==> config.mk <==
export PLATFORM = sky130hd
export DESIGN_NAME = crank_edge_rpm_injection_scheduler_top
export DESIGN_NICKNAME = d
export VERILOG_FILES = /design/src/rtl/cers_pkg.sv /design/src/rtl/cers_div.sv /design/src/rtl/cers_dp.sv /design/src/rtl/cers_ctrl.sv /design/src/rtl/crank_edge_rpm_injection_scheduler_top.sv
export SDC_FILE = /design/constraint.sdc
export NUM_CORES = 1
export LEC_CHECK = 0
export BUFFER_PORTS_ARGS = -buffer_cell sky130_fd_sc_hd__buf_2
export CORE_MARGIN = 8
export CORE_UTILIZATION = 60
export DETAILED_ROUTE_END_ITERATION = 10
export GPL_ROUTABILITY_DRIVEN = 1
export MAX_ROUTING_LAYER = met4
export PLACE_DENSITY_LB_ADDON = 0.25
export SYNTH_ARGS = -nofsm -noshare
export SYNTH_HDL_FRONTEND = slang
export SYNTH_SLANG_ARGS = --single-unit
==> constraint.sdc <==
create_clock -name clk_i -period 21.6 [get_ports clk_i]
set_input_delay 2.16 -clock clk_i [delete_from_list [all_inputs] [get_ports clk_i]]
set_output_delay 2.16 -clock clk_i [all_outputs]
set_load 0.03 [all_outputs]
==> src/rtl/cers_pkg.sv <==
// shared types, constants and codes for the crank edge rpm injection scheduler
// used by every module under rtl; no dependencies
package cers_pkg;

  localparam int unsigned TpmW      = 27;
  localparam int unsigned DivSteps  = TpmW;
  localparam int unsigned DivCntW   = $clog2(DivSteps);
  localparam logic [TpmW-1:0] TpmReset = TpmW'(75000000);
  localparam logic [15:0] RpmSat    = 16'hFFFF;
  localparam logic [31:0] HalfRange = 32'h8000_0000;
  localparam int unsigned CfgIdxW   = 2;

  typedef enum logic [CfgIdxW-1:0] {
    CFG_TICKS_PER_MINUTE = 2'd0,
    CFG_MIN_PULSE_WIDTH  = 2'd1,
    CFG_MIN_ADVANCE      = 2'd2,
    CFG_SWITCH_OFF_TIME  = 2'd3
  } cfg_idx_e;

  typedef enum logic [1:0] {
    ACT_NONE  = 2'd0,
    ACT_START = 2'd1,
    ACT_HOLD  = 2'd2
  } action_e;

  typedef enum logic [2:0] {
    ST_IDLE,
    ST_EXT,
    ST_SUMS,
    ST_DIV,
    ST_DONE
  } state_e;

  typedef struct packed {
    logic [15:0] edge_time;
    logic        pin_high;
    logic        overflow_pending;
    logic [15:0] timer_high;
    logic [31:0] cycle_period;
    logic [15:0] injection_angle;
    logic [15:0] pulse_width;
    logic        injector_running;
    logic [31:0] injector_end;
  } in_word_t;

  typedef struct packed {
    logic        leading_edge;
    logic [31:0] extended_time;
    logic [31:0] edge_period;
    logic [15:0] rpm;
    logic [1:0]  schedule_action;
    logic [15:0] start_time;
  } out_word_t;

  typedef struct packed {
    logic load_in;
    logic calc_ext;
    logic calc_sums;
    logic load_out;
  } cmd_t;

  typedef struct packed {
    logic lead;
    logic div_busy;
    logic out_free;
  } sts_t;

endpackage

==> src/rtl/cers_div.sv <==
// restoring divider, one quotient bit per cycle, for the speed quotient
// depends on cers_pkg
module cers_div (
  input  logic                          clk_i,
  input  logic                          rst_ni,
  input  logic                          start_i,
  input  logic [cers_pkg::TpmW-1:0]     dividend_i,
  input  logic [31:0]                   divisor_i,
  output logic                          busy_o,
  output logic [cers_pkg::TpmW-1:0]     quotient_o
);

  logic                         busy_q, busy_d;
  logic [cers_pkg::DivCntW-1:0] cnt_q, cnt_d;
  logic [31:0]                  rem_q, rem_d;
  logic [cers_pkg::TpmW-1:0]    quo_q, quo_d;
  logic [31:0]                  dvs_q, dvs_d;
  logic [32:0]                  rem_sh;
  logic [32:0]                  rem_sub;
  logic                         ge;
  logic                         last;

  assign rem_sh  = {rem_q, quo_q[cers_pkg::TpmW-1]};
  assign rem_sub = rem_sh - {1'b0, dvs_q};
  assign ge      = rem_sh >= {1'b0, dvs_q};
  assign last    = cnt_q == cers_pkg::DivCntW'(cers_pkg::DivSteps - 1);

  always_comb begin
    busy_d = busy_q;
    cnt_d  = cnt_q;
    rem_d  = rem_q;
    quo_d  = quo_q;
    dvs_d  = dvs_q;
    if (start_i) begin
      busy_d = 1'b1;
      cnt_d  = '0;
      rem_d  = '0;
      quo_d  = dividend_i;
      dvs_d  = divisor_i;
    end else if (busy_q) begin
      rem_d = ge ? rem_sub[31:0] : rem_sh[31:0];
      quo_d = {quo_q[cers_pkg::TpmW-2:0], ge};
      cnt_d = cnt_q + 1'b1;
      if (last) begin
        busy_d = 1'b0;
      end
    end
  end

  always_ff @(posedge clk_i or negedge rst_ni) begin
    if (!rst_ni) begin
      busy_q <= 1'b0;
      cnt_q  <= '0;
    end else begin
      busy_q <= busy_d;
      cnt_q  <= cnt_d;
    end
  end

  always_ff @(posedge clk_i) begin
    rem_q <= rem_d;
    quo_q <= quo_d;
    dvs_q <= dvs_d;
  end

  assign busy_o     = busy_q;
  assign quotient_o = quo_q;

  a_start_idle: assert property (@(posedge clk_i) disable iff (!rst_ni)
    start_i |-> !busy_q) else $error("divider started while busy");
  a_last_ends: assert property (@(posedge clk_i) disable iff (!rst_ni)
    (busy_q && last && !start_i) |=> !busy_q) else $error("divider overran");

endmodule

==> src/rtl/cers_dp.sv <==
// datapath: config registers, timestamp extension, advance clamp, reschedule
// test, output register; depends on cers_pkg and cers_div
module cers_dp (
  input  logic                           clk_i,
  input  logic                           rst_ni,
  input  cers_pkg::cmd_t                 cmd_i,
  output cers_pkg::sts_t                 sts_o,
  input  cers_pkg::in_word_t             in_word_i,
  output logic                           out_valid_o,
  input  logic                           out_stall_i,
  output cers_pkg::out_word_t            out_word_o,
  input  logic                           cfg_we_i,
  input  logic [cers_pkg::CfgIdxW-1:0]   cfg_idx_i,
  input  logic [cers_pkg::TpmW-1:0]      cfg_wdata_i
);

  logic [cers_pkg::TpmW-1:0] tpm_q;
  logic [15:0]               min_pw_q, min_adv_q, sot_q;
  cers_pkg::in_word_t        in_q;
  logic [31:0]               last_q, ext_q, period_q, sum_a_q, sum_b_q;
  logic [15:0]               adv_q;
  logic                      inj_en_q;
  logic                      out_valid_q;
  cers_pkg::out_word_t       out_q, out_d;

  logic [15:0]               hi;
  logic [31:0]               ext;
  logic [15:0]               max_after;
  logic [15:0]               adv;
  logic [31:0]               diff;
  logic [cers_pkg::TpmW-1:0] quo;
  logic                      div_busy;

  // config
  always_ff @(posedge clk_i or negedge rst_ni) begin
    if (!rst_ni) begin
      tpm_q     <= cers_pkg::TpmReset;
      min_pw_q  <= '0;
      min_adv_q <= '0;
      sot_q     <= '0;
    end else if (cfg_we_i) begin
      case (cers_pkg::cfg_idx_e'(cfg_idx_i))
        cers_pkg::CFG_TICKS_PER_MINUTE: tpm_q     <= cfg_wdata_i;
        cers_pkg::CFG_MIN_PULSE_WIDTH:  min_pw_q  <= cfg_wdata_i[15:0];
        cers_pkg::CFG_MIN_ADVANCE:      min_adv_q <= cfg_wdata_i[15:0];
        cers_pkg::CFG_SWITCH_OFF_TIME:  sot_q     <= cfg_wdata_i[15:0];
        default: ;
      endcase
    end
  end

  // timestamp extension and advance clamp
  always_comb begin
    hi = in_q.timer_high;
    if (in_q.overflow_pending && !in_q.edge_time[15]) begin
      hi = in_q.timer_high + 16'd1;
    end
    ext       = {hi, in_q.edge_time};
    max_after = (|in_q.cycle_period[31:17]) ? 16'hFFFF : in_q.cycle_period[16:1];
    if (in_q.injection_angle > max_after) begin
      adv = max_after;
    end else if (in_q.injection_angle < min_adv_q) begin
      adv = min_adv_q;
    end else begin
      adv = in_q.injection_angle;
    end
  end

  always_ff @(posedge clk_i or negedge rst_ni) begin
    if (!rst_ni) begin
      last_q <= '0;
    end else if (cmd_i.calc_ext) begin
      last_q <= ext;
    end
  end

  always_ff @(posedge clk_i) begin
    if (cmd_i.load_in) begin
      in_q <= in_word_i;
    end
    if (cmd_i.calc_ext) begin
      ext_q    <= ext;
      period_q <= ext - last_q;
      adv_q    <= adv;
      inj_en_q <= in_q.pulse_width > min_pw_q;
    end
    if (cmd_i.calc_sums) begin
      sum_a_q <= ext_q + {16'd0, adv_q};
      sum_b_q <= in_q.injector_end + {16'd0, sot_q};
    end
  end

  cers_div u_div (
    .clk_i      (clk_i),
    .rst_ni     (rst_ni),
    .start_i    (cmd_i.calc_sums),
    .dividend_i (tpm_q),
    .divisor_i  (period_q),
    .busy_o     (div_busy),
    .quotient_o (quo)
  );

  // result word
  always_comb begin
    diff  = sum_a_q - sum_b_q;
    out_d = '0;
    if (in_q.pin_high) begin
      out_d.leading_edge  = 1'b1;
      out_d.extended_time = ext_q;
      out_d.edge_period   = period_q;
      out_d.rpm           = (|quo[cers_pkg::TpmW-1:16]) ? cers_pkg::RpmSat : quo[15:0];
      if (inj_en_q) begin
        out_d.start_time = in_q.edge_time + adv_q;
        if (!in_q.injector_running || (diff > cers_pkg::HalfRange)) begin
          out_d.schedule_action = cers_pkg::ACT_START;
        end else begin
          out_d.schedule_action = cers_pkg::ACT_HOLD;
        end
      end
    end
  end

  always_ff @(posedge clk_i or negedge rst_ni) begin
    if (!rst_ni) begin
      out_valid_q <= 1'b0;
    end else if (cmd_i.load_out) begin
      out_valid_q <= 1'b1;
    end else if (!out_stall_i) begin
      out_valid_q <= 1'b0;
    end
  end

  always_ff @(posedge clk_i) begin
    if (cmd_i.load_out) begin
      out_q <= out_d;
    end
  end

  assign sts_o.lead     = in_q.pin_high;
  assign sts_o.div_busy = div_busy;
  assign sts_o.out_free = !out_valid_q || !out_stall_i;
  assign out_valid_o    = out_valid_q;
  assign out_word_o     = out_q;

  a_trailing_zero: assert property (@(posedge clk_i) disable iff (!rst_ni)
    (out_valid_q && !out_q.leading_edge) |->
      (out_q.rpm == '0 && out_q.schedule_action == '0 && out_q.edge_period == '0))
    else $error("trailing word carries data");
  a_stamp_tracks: assert property (@(posedge clk_i) disable iff (!rst_ni)
    cmd_i.calc_ext |=> (last_q == ext_q)) else $error("edge stamp not updated");

endmodule

==> src/rtl/cers_ctrl.sv <==
// controller state machine sequencing capture, sums, division and output load
// depends on cers_pkg
module cers_ctrl (
  input  logic           clk_i,
  input  logic           rst_ni,
  input  logic           in_valid_i,
  output logic           in_stall_o,
  input  cers_pkg::sts_t sts_i,
  output cers_pkg::cmd_t cmd_o
);

  cers_pkg::state_e state_q, state_d;

  always_ff @(posedge clk_i or negedge rst_ni) begin
    if (!rst_ni) begin
      state_q <= cers_pkg::ST_IDLE;
    end else begin
      state_q <= state_d;
    end
  end

  always_comb begin
    state_d    = state_q;
    cmd_o      = '0;
    in_stall_o = 1'b1;
    case (state_q)
      cers_pkg::ST_IDLE: begin
        in_stall_o = 1'b0;
        if (in_valid_i) begin
          cmd_o.load_in = 1'b1;
          state_d       = cers_pkg::ST_EXT;
        end
      end
      cers_pkg::ST_EXT: begin
        if (sts_i.lead) begin
          cmd_o.calc_ext = 1'b1;
          state_d        = cers_pkg::ST_SUMS;
        end else begin
          state_d = cers_pkg::ST_DONE;
        end
      end
      cers_pkg::ST_SUMS: begin
        cmd_o.calc_sums = 1'b1;
        state_d         = cers_pkg::ST_DIV;
      end
      cers_pkg::ST_DIV: begin
        if (!sts_i.div_busy) begin
          state_d = cers_pkg::ST_DONE;
        end
      end
      cers_pkg::ST_DONE: begin
        if (sts_i.out_free) begin
          cmd_o.load_out = 1'b1;
          state_d        = cers_pkg::ST_IDLE;
        end
      end
      default: begin
        state_d = cers_pkg::ST_IDLE;
      end
    endcase
  end

  a_div_runs: assert property (@(posedge clk_i) disable iff (!rst_ni)
    (state_q == cers_pkg::ST_SUMS) |=> sts_i.div_busy) else $error("divider did not start");
  a_load_after_div: assert property (@(posedge clk_i) disable iff (!rst_ni)
    cmd_o.load_out |-> !sts_i.div_busy) else $error("result loaded mid division");

endmodule

==> src/rtl/crank_edge_rpm_injection_scheduler_top.sv <==
// Takes one crank edge word at a time. A trailing edge goes from extension to
// the done state; a leading edge runs the extension, sums and division states,
// the last on the one-bit-per-cycle speed divider; the next word is taken once
// the FSM is idle again, after the result enters the output register, which may
// hold a finished word while the following edge is worked on. Config writes belong
// in idle periods; depends on cers_pkg, cers_ctrl, cers_dp, cers_div
module crank_edge_rpm_injection_scheduler_top (
  input  logic                           clk_i,
  input  logic                           rst_ni,
  input  logic                           in_valid_i,
  output logic                           in_stall_o,
  input  cers_pkg::in_word_t             in_word_i,
  output logic                           out_valid_o,
  input  logic                           out_stall_i,
  output cers_pkg::out_word_t            out_word_o,
  input  logic                           cfg_we_i,
  input  logic [cers_pkg::CfgIdxW-1:0]   cfg_idx_i,
  input  logic [cers_pkg::TpmW-1:0]      cfg_wdata_i
);

  cers_pkg::cmd_t cmd;
  cers_pkg::sts_t sts;

  cers_ctrl u_ctrl (
    .clk_i      (clk_i),
    .rst_ni     (rst_ni),
    .in_valid_i (in_valid_i),
    .in_stall_o (in_stall_o),
    .sts_i      (sts),
    .cmd_o      (cmd)
  );

  cers_dp u_dp (
    .clk_i       (clk_i),
    .rst_ni      (rst_ni),
    .cmd_i       (cmd),
    .sts_o       (sts),
    .in_word_i   (in_word_i),
    .out_valid_o (out_valid_o),
    .out_stall_i (out_stall_i),
    .out_word_o  (out_word_o),
    .cfg_we_i    (cfg_we_i),
    .cfg_idx_i   (cfg_idx_i),
    .cfg_wdata_i (cfg_wdata_i)
  );

endmodule
==> results.md <==
* Routability cong. at 0.956
* CP endpoint kind: flop
* Most Frequent Cell on Critical Path: o21a_1
* Number of I/O port buffers at 264
* Sequential-to-total area share from yosys stat at 54.4%
* Worst Setup Start Kind: flop
* Clock buffer count from CTS at 60
* Vias at 22000
* Worst-path maximum fanout at 16
* Fin Setup TNS at 0 ns
* Die height at 241 µm
* Final non-filler cell area at 0.0346 mm²
* Die area at 0.0583 mm²
* DRT Pass-1 Iters at 6
* Worst skew pair latency at 0.65 ns
* Tcrit/Tclk final at 18.7%
* Status: complete, no violations
* Antenna violations before repair at 4
* Dpl cell area at 0.0325 mm²
* GRT overflow at 0
* EDFF count, synth at 433
* Layout cells sized above 1 at 17.0%
* CTS Hold Bufs at 0
* Routed vias/inst at 5.98
* Ys Warns at 0
* Final Skew at 0.0416 ns
* Slowest cell on crit path: nand4_1
* TritonCTS clock tree: done
* Iter 0 DRT Violations at 1865
* Post-DP HPWL at 54800 µm
* Clk slew on worst S/H paths at 0.06 ns
* Slew HR at 22.7%
* Final #Nets at 3322
* Asr flop ratio synth at 20.1%
* Number of buffers added for setup after CTS at 0
* Clk sinks at 582
* Max Cap Viol at 0
* Pwr/cell area at 144 mW/mm²
* WL/cell at 20.3 µm
* Area growth from synthesis to layout at 13.5%
* Routed wire length at 74900 µm
* CP cell instances: nor4_1 > nand4_1 > nor2_1 > ha_1 > nand3_1 > o22ai_1 > o21a_1 > o21a_1 > o21a_1 > o21a_1 > o21ai_0 > a22oi_1 > buf_4 > mux2i_1
* Pleak at 14.2 nW
* Largest net degree at the start of global routing at 96
* Crit path arrival time at 4.40 ns
* Rows at 82
* Syn Nets at 3058
* Max H-tree Level at 2
* RSZ-0062 raised after global routing: no
* DRT antenna net count at 0
* Top Ports at 266
* Critical path required time at 21.97 ns
* Synth Flop Type: edfxtp_1
* Final hold vios at 0
* First-pass GRT wire length at 116000 µm
* Final min period at 4.03 ns
* Die width at 241 µm
* Area of the mapped netlist at 0.0305 mm²
* Worst Hold Class: flop to flop
* Yosys cell types at 101
* Post-cts resize count at 0
* Highest clock rate at 248 MHz
* # DRC at 0
* Avg Synthesized Cell Area at 11.3 µm²
* Slew Limit Fails at 0
* #FFs+latches synth at 582
* Core area at 0.0502 mm²
* Starting Density at 60.7%
* Post-Synthesis Cells at 2696
* Actual slew at the worst max-slew pin at 1.16 ns
* Gr usage total at 26.2%
* Vias in the first global route at 21500
* Largest stage delay on the critical path at 0.58 ns
* Root Driver: clkbuf_16
* Clock buffer depth at 3
* Setup Viol. Count Final at 0
* CP Class: flop to flop
* Max VDD drop at 74.7 µV
per-stage QoR:
stage | instances | hold WS (ns) | total power [W] | setup slack [ns] | util [%]
2_1_floorplan | 2696 | 0.418 | 0.00338 | 13.43 | -
3_3_place_gp | 3570 | 0.427 | 0.00381 | 17.22 | 64.8
3_5_place_dp | 3570 | 0.427 | 0.00388 | 17.13 | 64.8
4_1_cts | 3683 | 0.442 | 0.00497 | 17.57 | 68.9
5_1_grt | 3686 | 0.458 | 0.00529 | 17.39 | 68.9
6_report | 3686 | 0.440 | 0.00496 | 17.57 | 68.9
critical path: cells and delay by family, from the launching register on:
kind,cells,cell delay [ns]
multiplexers,1,0.40
buffers and inverters,1,0.24
AO/OA/AOI/OAI,7,0.96
adder cells (fa/ha/maj),1,0.30
flip-flops,1,0.36
AND/OR/NAND/NOR,4,1.48
synth_stat cells, types with 7 or more instances:
master	n	area, µm²
buf_1	8	30.0
a21oi_1	161	806
a211oi_1	17	128
and3_1	28	175
o211a_1	15	150
o211ai_1	20	150
xnor2_1	94	823
dfxtp_1	32	641
nand3b_1	8	60.1
a31oi_1	19	119
mux2_2	78	878
o21ai_0	131	656
edfxtp_1	433	13000
nor2_1	143	537
nor2b_1	29	181
nand2b_1	23	144
ha_1	191	2390
xor2_1	50	438
o2111ai_1	15	131
nand3_1	60	300
a211o_1	7	61.3
buf_2	8	40.0
dfrtp_1	107	2680
inv_1	194	728
o21a_1	55	413
mux2i_1	37	370
nor4_1	15	93.8
clkbuf_1	62	233
nor3_1	65	325
nand2_1	239	897
dfstp_2	10	263
o21ai_1	15	75.1
and2_1	76	475
o21bai_1	13	97.6
or3_1	15	93.8
a21o_1	42	315
nand4_1	50	313
per-layer routing:
layer	routed length [µm]	vias to the layer above	GRT usage, %
met5	0	-	-
met4	2050	0	7.98
met3	4910	130	4.03
met2	34600	814	40.3
met1	33300	10700	35.8
li1	-	10400	-
sequential cells by signal (all words and copies together), names as in the netlist, 27 cells and up:
register               flops
u_dp.sum_b_q              32
u_dp.tpm_q                27
u_dp.last_q               32
u_dp.sum_a_q              32
u_dp.ext_q                32
u_dp.in_q                113
u_dp.out_word_o           99
u_dp.u_div.rem_q          32
u_dp.u_div.quotient_o     27
u_dp.period_q             32
u_dp.u_div.dvs_q          32
worst paths after layout:
path | start | endpoint | slack (ns) | cells after the start
worst max-delay path | u_dp.in_q[84] | u_dp.adv_q[14] | 17.57 | 14
worst min-delay path | u_dp.period_q[4] | u_dp.u_div.dvs_q[4] | 0.44 | 0
worst max register to register | u_dp.in_q[84] | u_dp.adv_q[14] | 17.57 | 14
worst min register to register | u_dp.period_q[4] | u_dp.u_div.dvs_q[4] | 0.44 | 0
max in group asynchronous | rst_ni | u_dp.sot_q[11] | 18.56 | 3
min in group asynchronous | rst_ni | u_dp.last_q[28] | 1.34 | 1
power breakdown:
| part | switching, W | total [W] | internal [W] |
|---|---|---|---|
| Sequential | 0.000177 | 0.00181 | 0.00163 |
| Combinational | 0.00127 | 0.00209 | 0.000819 |
| Clock | 0.000445 | 0.00107 | 0.000622 |
layout by cell type, fill, tap and decap left out, drive strengths merged, types with 19 or more instances in the layout:
| cell | count |
|---|---|
| a211oi | 19 |
| a21o | 42 |
| a21oi | 164 |
| a31oi | 20 |
| and2 | 77 |
| and3 | 28 |
| buf | 283 |
| clkbuf | 80 |
| clkinv | 24 |
| dfrtp | 107 |
| dfxtp | 32 |
| edfxtp | 433 |
| ha | 191 |
| inv | 200 |
| mux2 | 79 |
| mux2i | 37 |
| nand2 | 239 |
| nand2b | 23 |
| nand3 | 61 |
| nand4 | 50 |
| nor2 | 143 |
| nor2b | 30 |
| nor3 | 66 |
| o211ai | 21 |
| o21a | 55 |
| o21ai | 147 |
| xnor2 | 94 |
| xor2 | 50 |
cells by family (layout without fill, tap and decap cells):
kind of cell / Yosys count / after routing / share of synthesized area (%)
AND/OR/NAND/NOR: 786 / 786 / 12.8
AO/OA/AOI/OAI: 592 / 592 / 12.8
flip-flops: 582 / 582 / 54.4
buffers and inverters: 279 / 594 / 3.53
adder cells (fa/ha/maj): 197 / 197 / 8.24
XOR/XNOR: 144 / 144 / 4.14
multiplexers: 116 / 116 / 4.13
other: 0 / 3 / 0
cell type report:
cell class | count | area, µm²
multi-input combinational | 1835 | 12900
antenna | 3 | 7.51
sequential | 582 | 16600
timing repair buffer | 283 | 1470
inverter | 198 | 746
clock inverter | 33 | 364
clock buffer | 80 | 1710
tap | 672 | 841
fill | 3620 | 15600
Power figures use the tool's default switching activity.
